### config.mk
export PLATFORM = sky130hd
export DESIGN_NAME = pra_walker
export DESIGN_NICKNAME = d
export VERILOG_FILES = /design/src/pra_pkg.sv /design/src/pra_walker.sv
export SDC_FILE = /design/constraint.sdc
export NUM_CORES = 1
export LEC_CHECK = 0
export ABC_CLOCK_PERIOD_IN_PS = 5650
export BUFFER_PORTS_ARGS = -buffer_cell sky130_fd_sc_hd__buf_2
export CORE_ASPECT_RATIO = 1.1
export CORE_MARGIN = 3
export CORE_UTILIZATION = 39
export DETAILED_ROUTE_END_ITERATION = 6
export SYNTH_ARGS = -nofsm -noshare
export SYNTH_HDL_FRONTEND = slang
export SYNTH_SLANG_ARGS = --single-unit
export TNS_END_PERCENT = 20
### constraint.sdc
create_clock -name clk -period 5.65 [get_ports clk]
set_clock_uncertainty 0.05 [all_clocks]
set_input_delay 0.8475 -clock clk [delete_from_list [all_inputs] [get_ports clk]]
set_output_delay 0.8475 -clock clk [all_outputs]
set_load 0.005 [all_outputs]
### src/pra_pkg.sv
// ----------------------------------------------------------------------------
// pra_pkg
// Types, constants and helpers for the page run allocator.
// ----------------------------------------------------------------------------
package pra_pkg;

    // Heap geometry
    localparam int NUM_PAGES  = 1024;
    localparam int PAGE_SHIFT = 12;
    localparam int IDX_W      = $clog2(NUM_PAGES);
    localparam int LINK_W     = IDX_W + 1;
    localparam int COUNT_W    = 11;
    localparam int ADDR_W     = 32;
    localparam int SUM_W      = ((LINK_W > COUNT_W) ? LINK_W : COUNT_W) + 1;

    // End-of-list / empty marker
    localparam logic [LINK_W-1:0] LINK_NULL = LINK_W'(NUM_PAGES);

    localparam logic [ADDR_W-1:0] HEAP_BASE_RST = 32'hC000_0000;

    // Request type codes
    localparam logic REQ_ALLOC = 1'b0;
    localparam logic REQ_FREE  = 1'b1;

    typedef enum logic [2:0] {
        ST_REUSED  = 3'd0,
        ST_BUMP    = 3'd1,
        ST_FREED   = 3'd2,
        ST_IGNORED = 3'd3,
        ST_NOSPACE = 3'd4
    } status_t;

    typedef enum logic [2:0] {
        S_CLEAR,
        S_IDLE,
        S_DECODE,
        S_CHECK,
        S_WALK,
        S_BUMP,
        S_LINK,
        S_DONE
    } state_t;

    typedef struct packed {
        logic               req_type;
        logic [COUNT_W-1:0] page_count;
        logic [ADDR_W-1:0]  page_address;
    } req_t;

    typedef struct packed {
        logic [ADDR_W-1:0] run_address;
        logic [IDX_W-1:0]  run_index;
        status_t           status;
    } rsp_t;

    // Controls for the link, length and on-list memories
    typedef struct packed {
        logic               rd_en;
        logic [IDX_W-1:0]   rd_addr;
        logic               link_we;
        logic [IDX_W-1:0]   link_waddr;
        logic [LINK_W-1:0]  link_wdata;
        logic               len_we;
        logic [IDX_W-1:0]   len_waddr;
        logic [COUNT_W-1:0] len_wdata;
        logic               on_we;
        logic [IDX_W-1:0]   on_waddr;
        logic               on_wdata;
    } ram_ctl_t;

    // Byte address of a page index
    function automatic logic [ADDR_W-1:0] page_addr(input logic [ADDR_W-1:0] base,
                                                    input logic [IDX_W-1:0]  idx);
        return base + (ADDR_W'(idx) << PAGE_SHIFT);
    endfunction

endpackage

### src/pra_walker.sv
// ----------------------------------------------------------------------------
// pra_walker
// Request sequencer: on-list clear pass, list walk, unlink, bump cut and
// tail append.
// ----------------------------------------------------------------------------
module pra_walker (
    input  logic                           clk,
    input  logic                           rst_n,
    input  logic                           req_valid,
    output logic                           req_ready,
    input  pra_pkg::req_t                  req,
    input  logic [pra_pkg::ADDR_W-1:0]     heap_base,
    output pra_pkg::ram_ctl_t              ram_ctl,
    input  logic [pra_pkg::LINK_W-1:0]     link_rdata,
    input  logic [pra_pkg::COUNT_W-1:0]    len_rdata,
    input  logic                           on_rdata,
    output logic                           res_valid,
    input  logic                           res_ready,
    output pra_pkg::rsp_t                  res
);

    pra_pkg::state_t state_reg, state_next;

    // List and bump state
    logic [pra_pkg::LINK_W-1:0]  head_reg, head_next;
    logic [pra_pkg::LINK_W-1:0]  tail_reg, tail_next;
    logic [pra_pkg::LINK_W-1:0]  free_cnt_reg, free_cnt_next;
    logic [pra_pkg::LINK_W-1:0]  bump_reg, bump_next;
    logic [pra_pkg::IDX_W-1:0]   clr_reg, clr_next;

    // Latched item and walk pointers
    logic                        type_reg, type_next;
    logic [pra_pkg::COUNT_W-1:0] count_reg, count_next;
    logic [pra_pkg::ADDR_W-1:0]  addr_reg, addr_next;
    logic [pra_pkg::LINK_W-1:0]  cur_reg, cur_next;
    logic [pra_pkg::LINK_W-1:0]  prev_reg, prev_next;
    logic [pra_pkg::LINK_W-1:0]  steps_reg, steps_next;
    pra_pkg::rsp_t               res_reg, res_next;

    // Datapath terms
    logic [pra_pkg::ADDR_W-1:0]  free_off;
    logic [pra_pkg::ADDR_W-1:0]  free_page;
    logic                        free_bad;
    logic [pra_pkg::IDX_W-1:0]   free_idx;
    logic                        hit;
    logic [pra_pkg::LINK_W-1:0]  steps_inc;
    logic                        walk_stop;
    logic [pra_pkg::SUM_W-1:0]   bump_sum;
    logic                        bump_full;

    assign free_off  = addr_reg - heap_base;
    assign free_page = free_off >> pra_pkg::PAGE_SHIFT;
    assign free_bad  = (addr_reg == '0) ||
                       (free_page >= pra_pkg::ADDR_W'(pra_pkg::NUM_PAGES));
    assign free_idx  = free_page[pra_pkg::IDX_W-1:0];

    assign hit       = (len_rdata == count_reg);
    assign steps_inc = steps_reg + pra_pkg::LINK_W'(1);
    assign walk_stop = (link_rdata >= pra_pkg::LINK_NULL) ||
                       (steps_inc >= pra_pkg::LINK_NULL);

    assign bump_sum  = pra_pkg::SUM_W'(bump_reg) + pra_pkg::SUM_W'(count_reg);
    assign bump_full = (bump_sum > pra_pkg::SUM_W'(pra_pkg::NUM_PAGES));

    // Next state
    always_comb
    begin
        state_next = state_reg;
        unique case (state_reg)
            pra_pkg::S_CLEAR:
            begin
                if (clr_reg == pra_pkg::IDX_W'(pra_pkg::NUM_PAGES - 1))
                begin
                    state_next = pra_pkg::S_IDLE;
                end
            end
            pra_pkg::S_IDLE:
            begin
                if (req_valid)
                begin
                    state_next = pra_pkg::S_DECODE;
                end
            end
            pra_pkg::S_DECODE:
            begin
                if (count_reg == '0)
                begin
                    state_next = pra_pkg::S_DONE;
                end
                else if (type_reg == pra_pkg::REQ_ALLOC)
                begin
                    state_next = (free_cnt_reg == '0) ? pra_pkg::S_BUMP : pra_pkg::S_WALK;
                end
                else
                begin
                    state_next = free_bad ? pra_pkg::S_DONE : pra_pkg::S_CHECK;
                end
            end
            pra_pkg::S_CHECK:
            begin
                state_next = on_rdata ? pra_pkg::S_DONE : pra_pkg::S_LINK;
            end
            pra_pkg::S_WALK:
            begin
                if (hit)
                begin
                    state_next = pra_pkg::S_DONE;
                end
                else if (walk_stop)
                begin
                    state_next = pra_pkg::S_BUMP;
                end
            end
            pra_pkg::S_BUMP:
            begin
                state_next = pra_pkg::S_DONE;
            end
            pra_pkg::S_LINK:
            begin
                state_next = pra_pkg::S_DONE;
            end
            pra_pkg::S_DONE:
            begin
                if (res_ready)
                begin
                    state_next = pra_pkg::S_IDLE;
                end
            end
            default:
            begin
                state_next = pra_pkg::S_IDLE;
            end
        endcase
    end

    // Datapath, memory controls and handshake outputs
    always_comb
    begin
        head_next     = head_reg;
        tail_next     = tail_reg;
        free_cnt_next = free_cnt_reg;
        bump_next     = bump_reg;
        clr_next      = clr_reg;
        type_next     = type_reg;
        count_next    = count_reg;
        addr_next     = addr_reg;
        cur_next      = cur_reg;
        prev_next     = prev_reg;
        steps_next    = steps_reg;
        res_next      = res_reg;
        ram_ctl       = '0;
        req_ready     = (state_reg == pra_pkg::S_IDLE);
        res_valid     = (state_reg == pra_pkg::S_DONE);

        unique case (state_reg)
            pra_pkg::S_CLEAR:
            begin
                // Mark every page as off the list after reset
                ram_ctl.on_we    = 1'b1;
                ram_ctl.on_waddr = clr_reg;
                ram_ctl.on_wdata = 1'b0;
                clr_next         = clr_reg + pra_pkg::IDX_W'(1);
            end
            pra_pkg::S_IDLE:
            begin
                if (req_valid)
                begin
                    type_next  = req.req_type;
                    count_next = req.page_count;
                    addr_next  = req.page_address;
                end
            end
            pra_pkg::S_DECODE:
            begin
                if (count_reg == '0)
                begin
                    res_next = '{run_address: '0, run_index: '0,
                                 status: pra_pkg::ST_IGNORED};
                end
                else if (type_reg == pra_pkg::REQ_ALLOC)
                begin
                    // Fetch the head entry to start the walk
                    if (free_cnt_reg != '0)
                    begin
                        ram_ctl.rd_en   = 1'b1;
                        ram_ctl.rd_addr = head_reg[pra_pkg::IDX_W-1:0];
                        cur_next        = head_reg;
                        prev_next       = pra_pkg::LINK_NULL;
                        steps_next      = '0;
                    end
                end
                else if (free_bad)
                begin
                    res_next = '{run_address: '0, run_index: '0,
                                 status: pra_pkg::ST_IGNORED};
                end
                else
                begin
                    // Look up whether the run is already on the list
                    ram_ctl.rd_en   = 1'b1;
                    ram_ctl.rd_addr = free_idx;
                    cur_next        = pra_pkg::LINK_W'(free_idx);
                end
            end
            pra_pkg::S_CHECK:
            begin
                if (on_rdata)
                begin
                    // Double free: dropped
                    res_next = '{run_address: '0, run_index: '0,
                                 status: pra_pkg::ST_IGNORED};
                end
                else
                begin
                    // New tail entry: length as given, no successor
                    ram_ctl.len_we     = 1'b1;
                    ram_ctl.len_waddr  = cur_reg[pra_pkg::IDX_W-1:0];
                    ram_ctl.len_wdata  = count_reg;
                    ram_ctl.link_we    = 1'b1;
                    ram_ctl.link_waddr = cur_reg[pra_pkg::IDX_W-1:0];
                    ram_ctl.link_wdata = pra_pkg::LINK_NULL;
                    ram_ctl.on_we      = 1'b1;
                    ram_ctl.on_waddr   = cur_reg[pra_pkg::IDX_W-1:0];
                    ram_ctl.on_wdata   = 1'b1;
                end
            end
            pra_pkg::S_LINK:
            begin
                // Hook the new run behind the old tail
                if (tail_reg >= pra_pkg::LINK_NULL)
                begin
                    head_next = cur_reg;
                end
                else
                begin
                    ram_ctl.link_we    = 1'b1;
                    ram_ctl.link_waddr = tail_reg[pra_pkg::IDX_W-1:0];
                    ram_ctl.link_wdata = cur_reg;
                end
                tail_next     = cur_reg;
                free_cnt_next = free_cnt_reg + pra_pkg::LINK_W'(1);
                res_next      = '{run_address: '0,
                                  run_index: cur_reg[pra_pkg::IDX_W-1:0],
                                  status: pra_pkg::ST_FREED};
            end
            pra_pkg::S_WALK:
            begin
                if (hit)
                begin
                    // Unlink the matching run
                    if (prev_reg >= pra_pkg::LINK_NULL)
                    begin
                        head_next = link_rdata;
                    end
                    else
                    begin
                        ram_ctl.link_we    = 1'b1;
                        ram_ctl.link_waddr = prev_reg[pra_pkg::IDX_W-1:0];
                        ram_ctl.link_wdata = link_rdata;
                    end
                    ram_ctl.on_we    = 1'b1;
                    ram_ctl.on_waddr = cur_reg[pra_pkg::IDX_W-1:0];
                    ram_ctl.on_wdata = 1'b0;
                    if (tail_reg == cur_reg)
                    begin
                        tail_next = prev_reg;
                    end
                    if (free_cnt_reg != '0)
                    begin
                        free_cnt_next = free_cnt_reg - pra_pkg::LINK_W'(1);
                    end
                    res_next = '{run_address: pra_pkg::page_addr(heap_base,
                                                   cur_reg[pra_pkg::IDX_W-1:0]),
                                 run_index: cur_reg[pra_pkg::IDX_W-1:0],
                                 status: pra_pkg::ST_REUSED};
                end
                else
                begin
                    // Step to the successor, fetching it unless the walk ends
                    prev_next  = cur_reg;
                    cur_next   = link_rdata;
                    steps_next = steps_inc;
                    if (!walk_stop)
                    begin
                        ram_ctl.rd_en   = 1'b1;
                        ram_ctl.rd_addr = link_rdata[pra_pkg::IDX_W-1:0];
                    end
                end
            end
            pra_pkg::S_BUMP:
            begin
                if (bump_full)
                begin
                    res_next = '{run_address: '0, run_index: '0,
                                 status: pra_pkg::ST_NOSPACE};
                end
                else
                begin
                    bump_next = bump_sum[pra_pkg::LINK_W-1:0];
                    res_next  = '{run_address: pra_pkg::page_addr(heap_base,
                                                    bump_reg[pra_pkg::IDX_W-1:0]),
                                  run_index: bump_reg[pra_pkg::IDX_W-1:0],
                                  status: pra_pkg::ST_BUMP};
                end
            end
            pra_pkg::S_DONE:
            begin
                // Hold the result until the output stage takes it
            end
            default:
            begin
            end
        endcase
    end

    // Control state
    always_ff @(posedge clk or negedge rst_n)
    begin
        if (!rst_n)
        begin
            state_reg    <= pra_pkg::S_CLEAR;
            head_reg     <= pra_pkg::LINK_NULL;
            tail_reg     <= pra_pkg::LINK_NULL;
            free_cnt_reg <= '0;
            bump_reg     <= '0;
            clr_reg      <= '0;
        end
        else
        begin
            state_reg    <= state_next;
            head_reg     <= head_next;
            tail_reg     <= tail_next;
            free_cnt_reg <= free_cnt_next;
            bump_reg     <= bump_next;
            clr_reg      <= clr_next;
        end
    end

    // Payload registers
    always_ff @(posedge clk)
    begin
        type_reg  <= type_next;
        count_reg <= count_next;
        addr_reg  <= addr_next;
        cur_reg   <= cur_next;
        prev_reg  <= prev_next;
        steps_reg <= steps_next;
        res_reg   <= res_next;
    end

    assign res = res_reg;

endmodule

# Yosys cells after proc, flatten, opt, wreduce, memory -nomap -nowiden
# Cells that the tools add are included.
totals:
  ff_bits: 179
  word_cells: 137
op_classes:
  n_addsub: 8
  order_cmp: 6
  eq_ne: 28
  muxes: 59
  bitwise: 1
  n_reduce_logical: 20
op_table:
  columns: ["op", "count"]
  rows:
  - ["11-bit two-way mux", 26]
  - ["45-bit two-way mux", 6]
  - ["45-bit case mux with 5 select lines", 1]
  - ["11-bit case mux with 2 select lines", 7]
  - ["22-bit two-way mux", 4]
  - ["22-bit case mux with 3 select lines", 1]
  - ["32-bit by 22-bit adder with 32-bit output", 2]
  - ["56-bit two-way mux", 1]
  - ["11-bit >= comparator (second input constant)", 4]
  - ["12-bit case mux with 3 select lines", 1]
  - ["32-bit logical NOT", 1]
  - ["32-bit subtractor", 1]
  - ["3-bit two-way mux", 8]
  - ["2-bit != test (second input constant)", 12]
  - ["11-bit by 1-bit adder with 11-bit output (second input constant)", 2]
  - ["11-bit equality test", 2]
  - ["11-bit logical NOT", 2]
  - ["3-bit case mux with 7 select lines", 1]
  - ["20-bit by 11-bit >= comparator with 1-bit output (second input constant)", 1]
  - ["3-bit != test (second input constant)", 5]
  - ["5-bit AND reduction", 3]
  - ["11-bit by 11-bit adder with 12-bit output", 1]
  - ["3-bit equality test (second input constant)", 4]
  - ["12-bit by 11-bit > comparator with 1-bit output (second input constant)", 1]
  - ["18 further kinds", 25]

# Longest topological paths before layout
depth:
  ltp_word: 7
  mapped_depth: 17
  ltp_nobuf: 13

# Worst setup path before layout
# No wires, ideal clock.
synth_path:
  kind: "in2reg"
  from: "input port heap_base[19] (netlist name)"
  to: "register res_reg, in the netlist res[0], enable pin"
  setup_ps: 410
  arrival_ps: 4026
  path_slack_ps: 1164
  cell_stages: 12
  path_buffers: 1
  cell_sequence: "inv_1 -> ha_1 -> buf_2 -> a21oi_2 -> nand2_1 -> a221o_1 -> or3_1 -> o211ai_1 -> mux2i_1 -> nor3_1 -> nand3_1 -> o31a_1"
synth_between:
  elab_chain_cells: 5
synth_lines:
  columns: ["element", "line_no", "source"]
  rows:
  - ["start: declaration", "pra_walker.sv:12", "input logic [pra_pkg::ADDR_W-1:0] heap_base,"]
  - ["32-bit subtractor", "pra_walker.sv:51", "assign free_off = addr_reg - heap_base;"]
  - ["20-bit by 11-bit >= comparator with 1-bit output", "pra_walker.sv:54", "(free_page >= pra_pkg::ADDR_W'(pra_pkg::NUM_PAGES));"]
  - ["1-bit logical OR", "pra_walker.sv:53", "assign free_bad = (addr_reg == '0) ||"]
  - ["3-bit != test (no source line)", null, null]
  - ["5-bit AND reduction (no source line)", null, null]
  - ["end signal: assignment", "pra_walker.sv:348", "res_reg <= res_next;"]
  - ["end: declaration", "pra_walker.sv:38", "pra_pkg::rsp_t res_reg, res_next;"]
# No other way between the ends.
# A chain may end at the register's enable or synchronous reset.

==> results.py <==
metrics = {
    "setup_path": {
        "crit_path_max_incr_delay_ps": 480,
        "r2r_start": "count_reg[0]",
        "cp.depth": 14,
        "crit_required_ps": 4750,
        "cp-end-kind": "primary output",
        "cp_slowest_cell": "o41ai_1",
        "crit_path_end": "ram_ctl[61]",
        "ff2ff_setup_slack_ps": 1400,
        "critPathLaunchType": "primary input",
        "setup.worst_path.start": "heap_base[2]",
        "crit_chain": "buf_2 -> inv_1 -> ha_1 -> nand2_1 -> o21ai_0 -> a31oi_1 -> o21a_1 -> o41ai_1 -> mux2_2 -> nor3_1 -> nand3_1 -> buf_4 -> o41ai_1 -> buf_2",
        "ff2ff_path_depth": 12,
        "r2r-end": "res[35]",
        "crit_fanout": 14,
        "critical-path-top-delay-family": "compound AO/OA/AOI/OAI gates",
        "critPathArrivalTime_ps": 4170,
        "crit_buf_inv": 4,
        "path_class": "primary input to primary output",
    },
    "synthesis": {
        "ys_seq_area_share_pct": 43.6,
        "yosys.area.top_type": "edfxtp_1",
        "synth_ff_type": "edfxtp_1",
        "synth_mux_area_share_pct": 1.39,
        "synth_xor_xnor_area_share_pct": 6.38,
        "postSynthCellCount": 1210,
        "synth-seq-cells": 179,
        "synth_area_leaders": "edfxtp_1, dfrtp_1, ha_1",
        "synth_fp_nets": 1390,
        "synth-simple-area-share_pct": 16.4,
        "ys.warnings.count": 0,
        "synth_top_family_by_area": "compound AO/OA/AOI/OAI gates",
        "synth_compound_area_share_pct": 20.0,
        "ys_types": 74,
        "synth_top_area_share_pct": 31.4,
        "synth-adder-area-share_pct": 8.51,
        "synth_area_per_cell_sq_um": 9.64,
        "synthArstFlopShare_pct": 31.8,
        "synth.cell_area_sq_um": 11700,
        "synth_edf_count": 122,
    },
    "floorplanning": {
        "initial_core_util_pct": 40.1,
        "die_area_sq_um": 32000,
        "core_area_sq_um": 29100,
        "die-height_um": 187,
        "ioPinCount": 217,
        "die_w_um": 171,
        "floorplan.rows": 65,
    },
    "finish": {
        "drive_gt1_share_pct": 21.5,
        "stdcell_area_sq_um": 13700,
        "antenna_cells": 0,
        "fin_nets": 1593,
        "fillers": 2770,
        "largest_reg_flops": 45,
        "final_common_cell": "buf_2",
        "post-route-util_pct": 47.1,
        "area_growth_pct": 17.5,
        "most-common-layout-cells": "buf_2, nand2_1, edfxtp_1",
    },
    "sta": {
        "fin_setup_tns_ps": 0,
        "worst_slew_pin_slew_ps": 1120,
        "finalSetupViolations": 0,
        "slew-limit-headroom_pct": 25.2,
        "fin_crit_sh_pct": 89.7,
        "whs_ps": 444,
        "fin_crit_ps": 5070,
        "hold_violations": 0,
        "rsz0062_at_grt": "no",
        "fmax_ghz": 0.197,
        "drv_slew": 0,
    },
    "job": {
        "max_cap_viol_count": 0,
    },
    "global_route": {
        "antenna_found_initial": 1,
        "grt_pass1_vias": 9845,
        "grt_pass1_wl_mm": 55.2,
        "grt_use_total_pct": 22.1,
        "grt_start_max_net_pins": 66,
        "overflow": 0,
    },
    "drt": {
        "routed-via-count": 10271,
        "post_drt_wl_per_cell_um": 20.1,
        "dr.pass1.iters": 6,
        "vias_per_cell": 5.73,
        "remaining_drc_errors": 0,
        "first_iter_violations": 828,
        "ant_nets": 0,
        "wl_mm": 36.1,
    },
    "cts": {
        "cts_made_buffers": 17,
        "cts_setup_buffers": 0,
        "cts_htree_levels": 4,
        "cts_resized": 0,
        "clk_pin_slew_ps": 80,
        "cts_root_buf": "clkbuf_16",
        "cts_tree": "yes",
        "cts.sinks": 179,
        "hold_buffers": 0,
        "cts_buffer_depth": 2,
        "clock_latency_ps": 450,
    },
    "power": {
        "power.density_nw_per_um2": 436,
        "power_mw": 5.98,
        "ir_worst_vdd_mv": 0.232,
        "power.leakage_nw": 5.91,
    },
    "hold_path": {
        "hold_path.class": "flop to flop",
    },
    "place": {
        "portBuffers": 216,
        "dpl-instance-area_sq_um": 13100,
        "hpwl_mm": 27.6,
        "gp_congestion": 0.920,
    },
    "status": {
        "status": "completed",
    },
}
## cells by family after synthesis
group,count (synthesis)
simple gates,404
compound gates,343
flops,179
mux,15
buf+inv,107
fa+ha+maj,77
xor+xnor,85
## worst min-delay path by stage
| stage | start | end | slack, ps | depth (start not counted) |
|---|---|---|---|---|
| final | free_cnt_reg[10] | free_cnt_reg[10] | 440 | 1 |
| after global routing | clr_reg[9] | clr_reg[9] | 480 | 1 |
| after CTS | free_cnt_reg[10] | free_cnt_reg[10] | 440 | 1 |
| after floorplan | free_cnt_reg[10] | free_cnt_reg[10] | 400 | 1 |
| after global placement | bump_reg[10] | bump_reg[10] | 420 | 2 |
| after detailed placement | free_cnt_reg[10] | free_cnt_reg[10] | 430 | 1 |
## cell usage after synthesis (all sizes together), types with 3 or more instances
master and number:
a22oi 13, a31o 5, and3 8, o221a 3, xnor2 60, inv 57
o21bai 7, o21ai 66, o211ai 8, a21o 16, or3 13, a211oi 8
buf 11, clkbuf 39, dfrtp 55, nand4 15, fa 4, mux2i 5
xor2 25, nor2 94, o21a 5, o2111ai 3, nor4 15, nor3 27
nand2 136, nand2b 5, and2 38, nand3 34, a221o 12, o22ai 12
o31ai 10, edfxtp 122, o41ai 7, or2 5, mux2 10, a31oi 28
nor2b 7, ha 73, a21boi 10, a22o 32, a21oi 79, o31a 5
## routing by layer
layer	GRT usage [%]	wire length [um]	vias up
li1	-	-	4908
met1	29.3	15400	4903
met2	37.3	17400	399
met3	3.68	2280	59
met4	6.47	922	2
met5	0	20	-
## report_power, final
group / leakage, nW / switching (mW) / internal, mW
registers: 1.84 / 0.369 / 1.94
logic: 3.79 / 1.47 / 1.02
clock network: 0.282 / 0.589 / 0.589
## through the flow
stage | instances | setup WS (ps)
6_report | 1794 | 581
5_1_grt | 1794 | 467
4_1_cts | 1794 | 653
3_5_place_dp | 1762 | 655
3_3_place_gp | 1762 | 773
2_1_floorplan | 1210 | 1160
## final cells by class
class	instances	area [sq um]	share of cell area, %
multi-input combinational	924	6160	44.9
inverter	57	214	1.56
timing repair buffer	234	1220	8.87
tap	368	460	3.36
sequential	179	5090	37.1
clock inverter	14	139	1.01
clock buffer	18	429	3.13
(Power assumes the default switching activity.)
